**src/design/spq_pkg.sv**
```systemverilog
// ----------------------------------------------------------------------------
// Sorted priority queue package
// Shared constants, codes and types for the sorted priority queue.
// ----------------------------------------------------------------------------
`default_nettype none

package spq_pkg;

  localparam int unsigned DEPTH_DEF   = 32;
  localparam int unsigned VALUE_W     = 32;
  localparam int unsigned STATUS_W    = 2;
  localparam int unsigned COUNT_OUT_W = 6;

  typedef enum logic {
    CMD_INSERT = 1'b0,
    CMD_DELETE = 1'b1
  } cmd_t;

  typedef enum logic [STATUS_W-1:0] {
    ST_OK       = 2'd0,
    ST_FULL     = 2'd1,
    ST_EMPTY    = 2'd2,
    ST_NOTFOUND = 2'd3
  } status_t;

  typedef enum logic [1:0] {
    S_IDLE,
    S_CALC,
    S_APPLY
  } state_t;

  // Broadcast from the controller to every cell.
  typedef struct packed {
    logic                      load;
    logic                      ins;
    logic                      del;
    logic signed [VALUE_W-1:0] value;
  } ctrl_t;

endpackage

`default_nettype wire

```
**src/design/spq_in_if.sv**
```systemverilog
// ----------------------------------------------------------------------------
// Request channel
// Valid/ready channel carrying one queue command and its value.
// ----------------------------------------------------------------------------
`default_nettype none

interface spq_in_if;
  logic                               valid;
  logic                               ready;
  logic                               command;
  logic signed [spq_pkg::VALUE_W-1:0] value;

  modport source (output valid, output command, output value, input ready);
  modport sink   (input valid, input command, input value, output ready);
endinterface

`default_nettype wire

```
**src/design/spq_out_if.sv**
```systemverilog
// ----------------------------------------------------------------------------
// Result channel
// Valid/ready channel carrying status, count and head value.
// ----------------------------------------------------------------------------
`default_nettype none

interface spq_out_if;
  logic                                 valid;
  logic                                 ready;
  logic [spq_pkg::STATUS_W-1:0]         status;
  logic [spq_pkg::COUNT_OUT_W-1:0]      count;
  logic signed [spq_pkg::VALUE_W-1:0]   head_value;

  modport source (output valid, output status, output count, output head_value,
                  input ready);
  modport sink   (input valid, input status, input count, input head_value,
                  output ready);
endinterface

`default_nettype wire

```
**src/design/spq_cell.sv**
```systemverilog
// ----------------------------------------------------------------------------
// Sorted queue cell
// Holds one entry, compares it with the broadcast value and shifts with
// its neighbors on insert or delete.
// ----------------------------------------------------------------------------
`default_nettype none

module spq_cell (
  input  wire logic                               clk,
  input  wire logic                               rst,
  input  wire spq_pkg::ctrl_t                     ctrl,
  input  wire logic signed [spq_pkg::VALUE_W-1:0] left_entry,
  input  wire logic                               left_valid,
  input  wire logic                               left_ge,
  input  wire logic signed [spq_pkg::VALUE_W-1:0] right_entry,
  input  wire logic                               right_valid,
  output logic signed [spq_pkg::VALUE_W-1:0]      entry,
  output logic                                    valid,
  output logic                                    ge,
  output logic                                    eq
);

  // ge: the value belongs at or before this cell (empty cells always qualify).
  always_ff @(posedge clk) begin
    if (ctrl.load) begin
      ge <= !valid || (ctrl.value >= entry);
      eq <= valid && (ctrl.value == entry);
    end
  end

  always_ff @(posedge clk) begin
    if (rst) begin
      valid <= 1'b0;
    end else if (ctrl.ins) begin
      if (left_ge) begin
        valid <= left_valid;
      end else if (ge) begin
        valid <= 1'b1;
      end
    end else if (ctrl.del && ge) begin
      valid <= right_valid;
    end
  end

  always_ff @(posedge clk) begin
    if (ctrl.ins) begin
      if (left_ge) begin
        entry <= left_entry;
      end else if (ge) begin
        entry <= ctrl.value;
      end
    end else if (ctrl.del && ge) begin
      entry <= right_entry;
    end
  end

endmodule

`default_nettype wire

```
**src/design/sorted_priority_queue.sv**
```systemverilog
// ----------------------------------------------------------------------------
// Sorted priority queue
// Keeps up to DEPTH signed values in descending order in a row of cells.
// ----------------------------------------------------------------------------
//   channel  dir  payload                        handshake
//   req      in   command, value                 valid/ready
//   rsp      out  status, count, head_value      valid/ready
//
// Each request goes through three steps: accept, compare in every cell, then shift.
// The compare and the shift are split so the first-match search can be an
// OR over the registered cell flags. The result sits in an output register;
// the next request is taken while it waits. If the result register is still
// full at the shift cycle, the shift waits. Reset empties the queue at once.
`default_nettype none

module sorted_priority_queue #(
  parameter int unsigned DEPTH = spq_pkg::DEPTH_DEF
) (
  input  wire logic  clk,
  input  wire logic  rst,
  spq_in_if.sink     req,
  spq_out_if.source  rsp
);

  localparam int unsigned CW = $clog2(DEPTH + 1);
  localparam int unsigned VW = spq_pkg::VALUE_W;

  spq_pkg::state_t state, state_next;
  spq_pkg::ctrl_t  ctrl;

  logic                 cmd_q;
  logic signed [VW-1:0] value_q;
  logic [CW-1:0]        count;
  logic [CW-1:0]        count_next;

  logic signed [VW-1:0] ent [DEPTH];
  logic [DEPTH-1:0]     vld;
  logic [DEPTH-1:0]     ge;
  logic [DEPTH-1:0]     eq;
  logic [DEPTH-1:0]     first;

  logic                 full;
  logic                 empty;
  logic                 found;
  logic                 is_ins;
  logic                 out_free;
  logic                 do_apply;
  spq_pkg::status_t     status_calc;
  logic signed [VW-1:0] head_calc;
  logic [CW+spq_pkg::COUNT_OUT_W-1:0] count_wide;

  genvar k;
  generate
    for (k = 0; k < DEPTH; k++) begin : g_cell
      if (k == 0) begin : g_first
        spq_cell u_cell (
          .clk, .rst, .ctrl,
          .left_entry  ('0),
          .left_valid  (1'b0),
          .left_ge     (1'b0),
          .right_entry (ent[k+1]),
          .right_valid (vld[k+1]),
          .entry       (ent[k]),
          .valid       (vld[k]),
          .ge          (ge[k]),
          .eq          (eq[k])
        );
        assign first[k] = ge[k];
      end else if (k == DEPTH - 1) begin : g_last
        spq_cell u_cell (
          .clk, .rst, .ctrl,
          .left_entry  (ent[k-1]),
          .left_valid  (vld[k-1]),
          .left_ge     (ge[k-1]),
          .right_entry ('0),
          .right_valid (1'b0),
          .entry       (ent[k]),
          .valid       (vld[k]),
          .ge          (ge[k]),
          .eq          (eq[k])
        );
        assign first[k] = ge[k] && !ge[k-1];
      end else begin : g_mid
        spq_cell u_cell (
          .clk, .rst, .ctrl,
          .left_entry  (ent[k-1]),
          .left_valid  (vld[k-1]),
          .left_ge     (ge[k-1]),
          .right_entry (ent[k+1]),
          .right_valid (vld[k+1]),
          .entry       (ent[k]),
          .valid       (vld[k]),
          .ge          (ge[k]),
          .eq          (eq[k])
        );
        assign first[k] = ge[k] && !ge[k-1];
      end
    end
  endgenerate

  // Equal values sit together, so the first match can only be at the cell
  // where the value stops being smaller than the stored entries.
  assign found    = |(first & eq);
  assign full     = vld[DEPTH-1];
  assign empty    = !vld[0];
  assign is_ins   = (cmd_q == spq_pkg::CMD_INSERT);
  assign out_free = !rsp.valid || rsp.ready;
  assign do_apply = (state == spq_pkg::S_APPLY) && out_free;

  always_comb begin
    state_next = state;
    unique case (state)
      spq_pkg::S_IDLE: begin
        if (req.valid) begin
          state_next = spq_pkg::S_CALC;
        end
      end
      spq_pkg::S_CALC: begin
        state_next = spq_pkg::S_APPLY;
      end
      spq_pkg::S_APPLY: begin
        if (out_free) begin
          state_next = spq_pkg::S_IDLE;
        end
      end
      default: begin
        state_next = spq_pkg::S_IDLE;
      end
    endcase
  end

  always_comb begin
    req.ready  = (state == spq_pkg::S_IDLE);
    ctrl.load  = (state == spq_pkg::S_CALC);
    ctrl.ins   = do_apply && is_ins && !full;
    ctrl.del   = do_apply && !is_ins && !empty && found;
    ctrl.value = value_q;
  end

  always_comb begin
    status_calc = spq_pkg::ST_OK;
    count_next  = count;
    head_calc   = vld[0] ? ent[0] : '0;
    if (is_ins) begin
      if (full) begin
        status_calc = spq_pkg::ST_FULL;
      end else begin
        count_next = count + 1'b1;
        head_calc  = ge[0] ? value_q : ent[0];
      end
    end else if (empty) begin
      status_calc = spq_pkg::ST_EMPTY;
    end else if (!found) begin
      status_calc = spq_pkg::ST_NOTFOUND;
    end else begin
      count_next = count - 1'b1;
      if (ge[0]) begin
        head_calc = vld[1] ? ent[1] : '0;
      end
    end
  end

  assign count_wide = {{spq_pkg::COUNT_OUT_W{1'b0}}, count_next};

  always_ff @(posedge clk) begin
    if (rst) begin
      state     <= spq_pkg::S_IDLE;
      count     <= '0;
      rsp.valid <= 1'b0;
    end else begin
      state <= state_next;
      if (do_apply) begin
        count     <= count_next;
        rsp.valid <= 1'b1;
      end else if (rsp.ready) begin
        rsp.valid <= 1'b0;
      end
    end
  end

  always_ff @(posedge clk) begin
    if (req.valid && req.ready) begin
      cmd_q   <= req.command;
      value_q <= req.value;
    end
    if (do_apply) begin
      rsp.status     <= status_calc;
      rsp.count      <= count_wide[spq_pkg::COUNT_OUT_W-1:0];
      rsp.head_value <= head_calc;
    end
  end

endmodule

`default_nettype wire

```
**src/flat_wrapper.sv**
```systemverilog
// flat-port wrapper written by rule: the top's interface ports become plain ports
module sorted_priority_queue_flat 
#(
  parameter int unsigned DEPTH = spq_pkg::DEPTH_DEF
)
  (clk, rst, req_valid, req_command, req_value, req_ready, rsp_valid, rsp_status, rsp_count, rsp_head_value, rsp_ready);
  spq_in_if req_i ();
  spq_out_if rsp_i ();
  input  wire logic clk;
  input  wire logic rst;
  input wire logic [$bits(req_i.valid)-1:0] req_valid;
  input wire logic [$bits(req_i.command)-1:0] req_command;
  input wire logic [$bits(req_i.value)-1:0] req_value;
  output wire logic [$bits(req_i.ready)-1:0] req_ready;
  output wire logic [$bits(rsp_i.valid)-1:0] rsp_valid;
  output wire logic [$bits(rsp_i.status)-1:0] rsp_status;
  output wire logic [$bits(rsp_i.count)-1:0] rsp_count;
  output wire logic [$bits(rsp_i.head_value)-1:0] rsp_head_value;
  input wire logic [$bits(rsp_i.ready)-1:0] rsp_ready;
  assign req_i.valid = req_valid;
  assign req_i.command = req_command;
  assign req_i.value = req_value;
  assign req_ready = req_i.ready;
  assign rsp_valid = rsp_i.valid;
  assign rsp_status = rsp_i.status;
  assign rsp_count = rsp_i.count;
  assign rsp_head_value = rsp_i.head_value;
  assign rsp_i.ready = rsp_ready;
  sorted_priority_queue #(.DEPTH(DEPTH)) u_core (.clk(clk), .rst(rst), .req(req_i), .rsp(rsp_i));
endmodule
```
**config.mk**
```make
export PLATFORM = sky130hd
export DESIGN_NAME = sorted_priority_queue_flat
export DESIGN_NICKNAME = d
export VERILOG_FILES = /design/src/design/spq_pkg.sv /design/src/design/spq_in_if.sv /design/src/design/spq_out_if.sv /design/src/design/spq_cell.sv /design/src/design/sorted_priority_queue.sv /design/src/flat_wrapper.sv
export SDC_FILE = /design/constraint.sdc
export NUM_CORES = 2
export LEC_CHECK = 0
export BUFFER_PORTS_ARGS = -buffer_cell sky130_fd_sc_hd__buf_2
export CAP_MARGIN = 20
export CORE_ASPECT_RATIO = 0.5
export CORE_MARGIN = 5
export CORE_UTILIZATION = 42
export CTS_CLUSTER_DIAMETER = 80
export DETAILED_ROUTE_END_ITERATION = 16
export PLACE_DENSITY_LB_ADDON = 0.05
export SLEW_MARGIN = 20
export SYNTH_ARGS = -nofsm -noshare
export SYNTH_HDL_FRONTEND = slang
export SYNTH_SLANG_ARGS = --single-unit
```
**constraint.sdc**
```tcl
create_clock -name clk -period 3.9 [get_ports clk]
set_input_delay 0 -clock clk [delete_from_list [all_inputs] [get_ports clk]]
set_output_delay 0 -clock clk [all_outputs]
set_load 0.005 [all_outputs]
```
==> metrics <==
status finished, final reports clean; Synth Area in Compound Gates 13.9%; worst-path maximum fanout 26; CTS Buf Count 139; register area share after synthesis 41.6%; mapped cell area 85700 µm²; cts hold-fix bufs 67; WL final 323 mm; f_max 274 MHz; RSZ-0062 raised after global routing no; Setup crit end kind flop; CTS tree yes; initial core utilization 42.2%; count leader, synth nand2_1; Power Dens Cells 339 nW/µm²; final hold viol count 0; I/O Buffers 78; drt wl/cell 27.5 µm; clock sink count 1202; Finished Cell Area 95300 µm²; Synth top cells by count nand2_1 (1200), edfxtp_1 (1161), o21ai_0 (1116), inv_1 (1046), mux2i_1 (1042); maximum vdd drop 0.000263 V; via count 68200; Yosys reg bits 1202; Yosys Warn Count 0; Max-Slew Margin vs Limit 22.7%; top_reg_cell synth edfxtp_1; largest net degree at the start of global routing 150; asr flop ratio synth 0%; first-pass GRT wire length 461 mm; Avg Cell Area, Syn 9.69 µm²; reg-to-reg slack, setup 250 ps; Area contributors post-synth edfxtp_1 (41%), ha_1 (15%), mux2i_1 (12%), o21ai_0 (6.5%), nand2_1 (5.3%); EDFF count, synth 1161; Post-CTS Setup Bufs 0; DP Wirelength 241 mm; PostCTS Resize Cnt 0; largest family of logic cells by synthesized area adder cells; Mapped Nets 9915; Avg Vias per Cell 5.82; clk_lat worst skew 830 ps; Period Utilization, post-route 93.5%; maxcap violations 0; FF-to-FF Start u_core.g_cell[16].g_mid.u_cell.ge$_DFFE_PN_; pre-CTS setup slack 468 ps; GR Overflow Total 0; DR pass1 iterations 5; type of the worst setup path reg2reg; Layout area overhead 11.1%; drt initial violations 7567; post-synthesis adder-cell area fraction 15.0%; CP startpoint kind flop; min Tclk post-route 3650 ps; cell at the root of the clock tree clkbuf_16; cell count after synthesis 8852; post-synth top area share 40.7%; final slew viol count 0; Yosys cell types 76; total track usage 29.2%; clock buffer depth 4; reg-to-reg endpoint u_core.g_cell[9].g_mid.u_cell.entry[6]$_DFFE_PP_; worst clock skew 52.3 ps; Synth Area in XOR/XNOR 0.123%; worst-margin pin slew 1160 ps; worst reg2reg path depth 9; DIE HEIGHT 329 µm; final RePlAce weighted congestion 0.902; Clk pin slew, worst setup/hold paths 70 ps; Antenna Nets Post-Route 0; Simple-Gate Fraction of Synth Area 10.3%; worst setup path startpoint u_core.g_cell[16].g_mid.u_cell.ge$_DFFE_PN_; post-route worst setup slack 254 ps; layout cell share with drive strength beyond 1 6.22%; cell total after placement 11400; vias in the first global route 63300; Final #Nets 9951; Post-Place Cell Area 90400 µm²; crit path to u_core.g_cell[9].g_mid.u_cell.entry[6]$_DFFE_PP_; Layout Cells excl Fill 11700; Yosys top cell by area edfxtp_1; num ports 79; Final Setup Violations 0; Leak 48.3 nW; setup TNS 0 ps; Die W 649 µm; Worst Path Required 4360 ps; Rows 117; initial antenna violation count 5; H-tree Lvls 4; worst path arrival time 4100 ps; Die ar. 214000 µm²; # DRC 0; Hold WC Path Type in2reg; post-synthesis mux area share 12.2%; core box area 203000 µm²
==> flip-flops by register name, summed over array words and instances, names as in the netlist, 2 cells and up <==
name                                flops
u_core.g_cell.g_mid.u_cell.ge          30
u_core.rsp.status                       2
u_core.g_cell.g_first.u_cell.entry     32
u_core.g_cell.g_mid.u_cell.eq          30
u_core.state                            2
u_core.rsp.count                        6
u_core.g_cell.g_mid.u_cell.entry      960
u_core.value_q                         32
u_core.count                            6
u_core.g_cell.g_last.u_cell.entry      32
u_core.g_cell.g_mid.u_cell.valid       30
u_core.rsp.head_value                  32
==> layout make-up <==
type / instances / area (µm²)
antenna: 3 / 7.51
clock buffer: 183 / 3800
clock inverter: 50 / 433
fill: 19600 / 108000
inverter: 1047 / 3930
multi-input combinational: 6085 / 44100
sequential: 1202 / 35700
tap: 2737 / 3420
timing repair buffer: 413 / 3850
==> cell usage in the layout, fill, tap and decap left out, types with 9 or more instances in the layout <==
cell type,Yosys,routed
a31oi_1,24,24
a22o_1,35,35
nor2b_1,65,64
and3_1,24,23
nand4_1,221,221
clkbuf_16,0,144
a211oi_1,34,34
o31ai_1,9,9
a21oi_1,330,330
edfxtp_1,1161,1161
nand3b_1,20,20
clkinv_1,1,22
and4_1,14,14
o211ai_1,51,51
dlygate4sd3_1,0,67
a221oi_1,13,13
o21bai_1,10,10
o21a_1,42,42
clkinv_2,0,12
o21ai_0,1116,1116
o22ai_1,15,15
dfxtp_1,41,41
inv_1,1046,1045
mux2i_1,1042,1042
buf_12,0,62
nor3_1,74,74
or3_1,23,23
or4b_2,12,12
nand2_1,1200,1200
a21o_1,315,315
nor4_1,24,24
clkbuf_1,434,34
nor2_1,164,161
a211o_1,12,12
buf_4,2,206
ha_1,1026,1026
nand3_1,63,62
buf_2,31,78
==> per-stage QoR <==
stage               hold slack (ps)  power [W]  utilization [%]
floorplan                      98.9     0.0175                -
global placement                176     0.0192             44.5
detailed placement              179     0.0193             44.5
CTS                            33.7     0.0324             46.9
global route                   45.0     0.0335             46.9
finish                         70.9     0.0323             46.9
==> worst min path at each step <==
stage                                         endpoint  depth (start not counted)  slack [ps]           from
final                     u_core.value_q[18]$_DFFE_PP_                          2          70  req_value[18]
after detailed placement   u_core.value_q[2]$_DFFE_PP_                          1         180   req_value[2]
after global placement     u_core.value_q[2]$_DFFE_PP_                          1         180   req_value[2]
after floorplan                 u_core.cmd_q$_DFFE_PP_                          0         100    req_command
after global routing      u_core.value_q[18]$_DFFE_PP_                          2          50  req_value[18]
after CTS                 u_core.value_q[18]$_DFFE_PP_                          2          30  req_value[18]
==> layer usage <==
layer  share of wire (%)  track usage, %  routed length (µm)  up-vias
met1                  52            48.4              168000    33500
met2                  38            38.6              121000     2484
met3                 8.5            5.26               27400      305
li1                    -               -                   -    31900
met5              0.0022               0                   7        -
met4                 1.8            5.25                5770        2
==> worst max-delay path, cell delays in order (launching register included) <==
cell,delay (ps)
edfxtp_1,750
nand2_1,100
o21ai_1,690
nor4_4,170
a31oi_4,290
or2_2,200
buf_4,270
nand2_1,100
nand2_1,290
buf_4,390
==> logic make-up after synthesis <==
family / Yosys count
simple gates: 1946
flops: 1202
fa+ha+maj: 1026
mux: 1042
compound gates: 2059
xor+xnor: 12
buf+inv: 1565
==> where the power goes <==
group | internal [W] | switching, W
registers | 0.0145 | 0.000445
clock network | 0.00731 | 0.00585
logic | 0.00152 | 0.00265
Note: power is estimated with default switching activity, not from simulation.
